[src/rtl/cops_pkg.sv]
// ----------------------------------------------------------------------------
// cops_pkg
// Shared types and constants of the circle overlay pixel shader.
// ----------------------------------------------------------------------------
`default_nettype none

package cops_pkg;

  localparam int PIXEL_W     = 9;
  localparam int SLOT_W      = 6;
  localparam int CENTRE_W    = 24;
  localparam int RADIUS_W    = 23;
  localparam int CHAR_W      = 8;
  localparam int COUNT_W     = 7;
  localparam int CFG_INDEX_W = 1;
  localparam int CFG_DATA_W  = 8;

  localparam logic [CFG_INDEX_W-1:0] CFG_BACKGROUND = 1'b0;
  localparam logic [CFG_INDEX_W-1:0] CFG_COUNT      = 1'b1;

  localparam logic [CHAR_W-1:0] BACKGROUND_RESET = 8'd32;

  localparam logic OP_LOAD  = 1'b0;
  localparam logic OP_QUERY = 1'b1;

  typedef struct packed {
    logic                       op;
    logic [SLOT_W-1:0]          slot;
    logic                       outline;
    logic signed [CENTRE_W-1:0] centre_x;
    logic signed [CENTRE_W-1:0] centre_y;
    logic [RADIUS_W-1:0]        radius;
    logic [CHAR_W-1:0]          paint_char;
    logic [PIXEL_W-1:0]         pixel_x;
    logic [PIXEL_W-1:0]         pixel_y;
  } in_word_t;

  typedef struct packed {
    logic [CHAR_W-1:0] pixel_char;
    logic              covered;
  } out_word_t;

  typedef struct packed {
    logic                       outline;
    logic signed [CENTRE_W-1:0] centre_x;
    logic signed [CENTRE_W-1:0] centre_y;
    logic [RADIUS_W-1:0]        radius;
    logic [CHAR_W-1:0]          paint;
  } circle_t;

  typedef struct packed {
    logic valid;
    logic last;
  } stage_tag_t;

endpackage

`default_nettype wire

[src/rtl/cops_cover.sv]
// ----------------------------------------------------------------------------
// cops_cover
// Pipelined coverage test of one table entry against the queried pixel.
// ----------------------------------------------------------------------------
`default_nettype none

module cops_cover import cops_pkg::*; #(
  parameter int FRAC_BITS = 8
) (
  input  wire logic               clk,
  input  wire logic               rst,
  input  wire stage_tag_t         tag_in,
  input  wire circle_t            entry,
  input  wire logic [PIXEL_W-1:0] px,
  input  wire logic [PIXEL_W-1:0] py,
  output stage_tag_t              tag_out,
  output logic                    cov,
  output logic [CHAR_W-1:0]       paint
);

  localparam int SW  = PIXEL_W + FRAC_BITS;
  localparam int MW  = (SW > CENTRE_W - 1) ? SW : CENTRE_W - 1;
  localparam int DW  = MW + 2;
  localparam int AW  = DW - 1;
  localparam int RW  = ((RADIUS_W > FRAC_BITS + 1) ? RADIUS_W : FRAC_BITS + 1) + 1;
  localparam int CW  = (2 * AW + 1 > 2 * RW) ? 2 * AW + 1 : 2 * RW;

  logic signed [DW-1:0] px_s, py_s, cx_s, cy_s, dx, dy;

  assign px_s = $signed(DW'(px) << FRAC_BITS);
  assign py_s = $signed(DW'(py) << FRAC_BITS);
  assign cx_s = DW'($signed(entry.centre_x));
  assign cy_s = DW'($signed(entry.centre_y));
  assign dx   = px_s - cx_s;
  assign dy   = py_s - cy_s;

  stage_tag_t          t1, t2, t3, t4, t5;
  logic [AW-1:0]       s1_adx, s1_ady, s2_ady;
  logic [2*AW-1:0]     s2_sx, s3_sx, s3_sy;
  logic [RADIUS_W-1:0] s1_r, s2_r, s3_r, s4_r;
  logic                s1_k, s2_k, s3_k, s4_k, s5_k;
  logic                s1_sm, s2_sm, s3_sm, s4_sm, s5_sm;
  logic [CHAR_W-1:0]   s1_p, s2_p, s3_p, s4_p, s5_p;
  logic [CW-1:0]       s4_d2, s4_rr, s5_d2, s5_rr, s5_hi, s5_lo;

  always_ff @(posedge clk) begin
    if (rst) begin
      t1 <= '0;
      t2 <= '0;
      t3 <= '0;
      t4 <= '0;
      t5 <= '0;
    end else begin
      t1 <= tag_in;
      t2 <= t1;
      t3 <= t2;
      t4 <= t3;
      t5 <= t4;
    end
  end

  always_ff @(posedge clk) begin
    s1_adx <= dx[DW-1] ? AW'(-dx) : AW'(dx);
    s1_ady <= dy[DW-1] ? AW'(-dy) : AW'(dy);
    s1_r   <= entry.radius;
    s1_k   <= entry.outline;
    s1_sm  <= (entry.radius >> FRAC_BITS) == '0;
    s1_p   <= entry.paint;

    s2_sx  <= {{AW{1'b0}}, s1_adx} * {{AW{1'b0}}, s1_adx};
    s2_ady <= s1_ady;
    s2_r   <= s1_r;
    s2_k   <= s1_k;
    s2_sm  <= s1_sm;
    s2_p   <= s1_p;

    s3_sy  <= {{AW{1'b0}}, s2_ady} * {{AW{1'b0}}, s2_ady};
    s3_sx  <= s2_sx;
    s3_r   <= s2_r;
    s3_k   <= s2_k;
    s3_sm  <= s2_sm;
    s3_p   <= s2_p;

    s4_d2  <= CW'(s3_sx) + CW'(s3_sy);
    s4_rr  <= {{(CW-RADIUS_W){1'b0}}, s3_r} * {{(CW-RADIUS_W){1'b0}}, s3_r};
    s4_r   <= s3_r;
    s4_k   <= s3_k;
    s4_sm  <= s3_sm;
    s4_p   <= s3_p;

    s5_hi  <= s4_rr + (CW'(s4_r) << (FRAC_BITS + 1)) + (CW'(1) << (2 * FRAC_BITS));
    s5_lo  <= s4_rr - (CW'(s4_r) << (FRAC_BITS + 1)) + (CW'(1) << (2 * FRAC_BITS));
    s5_rr  <= s4_rr;
    s5_d2  <= s4_d2;
    s5_k   <= s4_k;
    s5_sm  <= s4_sm;
    s5_p   <= s4_p;
  end

  assign tag_out = t5;
  assign paint   = s5_p;
  assign cov     = s5_k ? ((s5_d2 < s5_hi) && (s5_sm || (s5_d2 > s5_lo)))
                        : (s5_d2 <= s5_rr);

endmodule

`default_nettype wire

[config.mk]
export PLATFORM = sky130hd
export DESIGN_NAME = cops_cover
export DESIGN_NICKNAME = d
export VERILOG_FILES = /design/src/rtl/cops_pkg.sv /design/src/rtl/cops_cover.sv
export SDC_FILE = /design/constraint.sdc
export NUM_CORES = 2
export LEC_CHECK = 0
export BUFFER_PORTS_ARGS = -buffer_cell sky130_fd_sc_hd__buf_4
export CAP_MARGIN = 25
export CORE_ASPECT_RATIO = 0.75
export CORE_MARGIN = 2
export CORE_UTILIZATION = 35
export CTS_CLUSTER_SIZE = 16
export DETAILED_ROUTE_END_ITERATION = 7
export PLACE_DENSITY_LB_ADDON = 0.25
export SYNTH_ARGS = -nofsm -noshare
export SYNTH_HDL_FRONTEND = slang
export SYNTH_SLANG_ARGS = --single-unit
[constraint.sdc]
create_clock -name clk -period 16.23 [get_ports clk]
set_clock_uncertainty 0.05 [all_clocks]
set_input_delay 2.4345 -clock clk [delete_from_list [all_inputs] [get_ports clk]]
set_output_delay 2.4345 -clock clk [all_outputs]
set_load 0.01 [all_outputs]
==> results.md <==
- Cell with the most instances on the worst path: fa_1
- Post CTS Setup Buffer Count: 0
- Sequential-to-total area share from yosys stat: 17.2%
- WS Path Type: reg2reg
- Clk pin slew, worst setup/hold paths: approximately 0.080 ns
- Hold Vio Cnt, Final: 0
- Worst Max-Slew Pin Slew: 1.06 ns
- Leading area contributor after synthesis: fa_1
- Vias in the first global route: ~54000
- Hold Path Cell Cnt: 0
- First-pass GRT wire length: 296000 µm
- RSZ-0062 raised after global routing: false
- Initial Util: approximately a third
- Cell Area, Synth: 73200 µm²
- Setup crit start: s3_r[15]$_DFF_P_
- Min-delay src: s1_ady[22]$_DFF_P_
- Largest net degree at the start of global routing: 28
- Post-synth ARST share: 0%
- Hold_buf cts: 0
- CTS resizes: 0
- Share of cells above drive strength 1: ~4.8%
- Post-Syn Instances: 7796
- Count of final setup violators: 0
- Clock buffer count from CTS: 70
- IO Pins: ~110
- Filler Cells Inserted: between 20000 and 25000
- Fin. max-slew vios: 0
- Post-route setup TNS: 0 ns
- Area Growth Syn to Fin: 9.20%
- Multi-input logic area: between 50000 and 60000 µm²
- Cell Chain, Critical Path: inv_1, nor2_1, fa_1, fa_1, inv_1, fa_1, inv_1, fa_1, fa_1, fa_1, fa_1, ha_1, a21o_1, a21o_1, a221o_1, nand2b_1, o31ai_1, o21ai_1, a311oi_1, o21ai_1, a2111o_1, o311ai_1
- Top cells by area, synth: fa_1, dfxtp_1, ha_1
- Worst r2r path cells: 22
- FF+latch area: 12600 µm²
- EDFF count, synth: 0
- Post-detail-place hpwl: 147000 µm
- All-Layer GR Usage: 17.5%
- Clock root cell: clkbuf_16
- Post-synthesis register bit count: between 600 and 700
- Die area: approximately 210000 µm²
- ANT nets after route: 0
- # rows: between 100 and 150
- Yosys cell types: 98
- CTS tree: built
- Via density per instance: 4.76
- Port buffer count: 112
- Fin crit share: 56.1%
- CP max FO: 20
- Avg Inst Size Synth: around 9.4 µm²
- DRC: 0
- CTS Buffer Depth: 3
- Launch point of the worst reg-to-reg path: s3_r[15]$_DFF_P_
- Core Box Area: 208000 µm²
- Initial DRC count: 3142
- Worst path arrival time: ~9.6 ns
- Count leader, synth: inv_1
- Die span in y: 400 µm
- CTS HTree Levels: 3
- Pre-antenna DRT Iters: 6
- Main flop type after synthesis: dfxtp_1
- Worst Path Required: roughly 17 ns
- Initial antenna violation count: 3
- Outcome: finished, final reports clean
- Area share of the largest cell type after synthesis: between 30% and 40%
- CP max stage cell: dfxtp_1
- Placer Congestion: between 0.8 and 0.9
- Worst hold path class: reg2reg
- Critical path endpoint category: flip-flop
- Slew HR: between 20% and 30%
- Via count: roughly 51000
- Die width: between 500 and 600 µm
- Tmin final: ~9.1 ns
- Setup crit start kind: flip-flop
- Post-synthesis net count: between 9000 and 10000
- Num Clock Sinks: 628
- Clk Latency, worst-skew pair: between 0.6 and 0.7 ns
- Max-cap violation count: 0
- Final Net Count: between 9000 and 10000
- Final wirelength: between 150000 and 200000 µm
- Crit path largest cell delay: approximately 0.95 ns
- Synth cell count leaders: inv_1, fa_1, ha_1, dfxtp_1, nand2_1
- Synth warn: 0
- GR Overflow Total: 0
- DR WL/cell: 16.9 µm
- Max Clk Rate: ~110 MHz
## per-layer routing
metal	global-route usage (%)	up-vias	routed length [µm]
li1	-	24168	-
met4	3.41	0	3090
met5	0	-	0
met3	2.73	179	11200
met2	26.6	1237	77500
met1	26.1	25327	89100
## cell families after synthesis
logic type,synth area share (%)
buffers and inverters,11.0
AND/OR/NAND/NOR,11.5
flip-flops,17.2
XOR/XNOR,4.25
adder cells (fa/ha/maj),47.3
multiplexers,0.243
AO/OA/AOI/OAI,8.57
## critical path, delay by kind of cell, from the launching register on
family | cells | cell delay, ns
flip-flops | 1 | 0.95
buffers and inverters | 3 | 0.48
AND/OR/NAND/NOR | 2 | 0.45
adder cells (fa/ha/maj) | 8 | 3.76
AO/OA/AOI/OAI | 9 | 3.25
## placed cells by master (no fill, tap or decap), drive strengths merged, types with 11 or more instances in the layout
| cell | netlist | layout |
|---|---|---|
| dfxtp | 628 | 628 |
| a211oi | 37 | 37 |
| nand2 | 599 | 599 |
| mux2i | 11 | 11 |
| o21bai | 37 | 37 |
| nand4 | 59 | 59 |
| nand3 | 56 | 56 |
| a21oi | 304 | 304 |
| xor2 | 111 | 111 |
| or3 | 32 | 32 |
| o41ai | 11 | 11 |
| nor2b | 69 | 69 |
| or2 | 17 | 17 |
| o31a | 11 | 11 |
| clkbuf | 201 | 88 |
| a31oi | 29 | 29 |
| nor4 | 42 | 42 |
| bufinv | 0 | 11 |
| o31ai | 22 | 22 |
| buf | 11 | 182 |
| a2111oi | 12 | 12 |
| nor3 | 89 | 89 |
| inv | 1931 | 1943 |
| nand2b | 41 | 41 |
| o211ai | 22 | 22 |
| o21a | 30 | 30 |
| clkinv | 1 | 16 |
| and3 | 23 | 23 |
| a21o | 173 | 173 |
| ha | 790 | 790 |
| nor2 | 276 | 276 |
| xnor2 | 243 | 243 |
| o21ai | 138 | 138 |
| and2 | 336 | 336 |
| fa | 1234 | 1234 |
## sequential cells by signal (all words and copies together) (netlist names), 24 cells and up
register  count
s5_lo        47
s4_d2        49
s5_d2        49
s4_rr        44
s5_rr        37
s2_sx        47
s3_sy        47
s1_adx       24
s2_ady       24
s1_ady       24
s5_hi        37
s3_sx        47
## final timing paths
kind	end	slack, ns
max reg2reg	s4_rr[45]$_DFF_P_	7.13
max	s4_rr[45]$_DFF_P_	7.13
min	s2_ady[22]$_DFF_P_	0.26
min reg2reg	s2_ady[22]$_DFF_P_	0.26
## cell type report
cell class              instances  area share (%)
multi-input cells            5024            65.7
clock buffers                  87            2.42
well taps                    2793            4.37
inverters                    1932            9.08
repair buffers                183            1.83
diodes                          1         0.00313
flip-flops and latches        628            15.7
clock inverters                43           0.814
## metrics by stage
stage               cells  area, µm²  util, %  setup slack, ns  hold slack [ns]
floorplan            7796      73200        -             8.97            0.260
detailed placement  10557      77300     37.1             7.28            0.262
finish              10691      79900     38.4             7.13            0.262
CTS                 10687      79800     38.4             7.24            0.259
global placement    10554      77200     37.1             7.45            0.260
global route        10690      79900     38.4             6.75            0.268
Power is not shown: default switching activity piles up to over one toggle a cycle in this logic, so the estimate is an artifact.
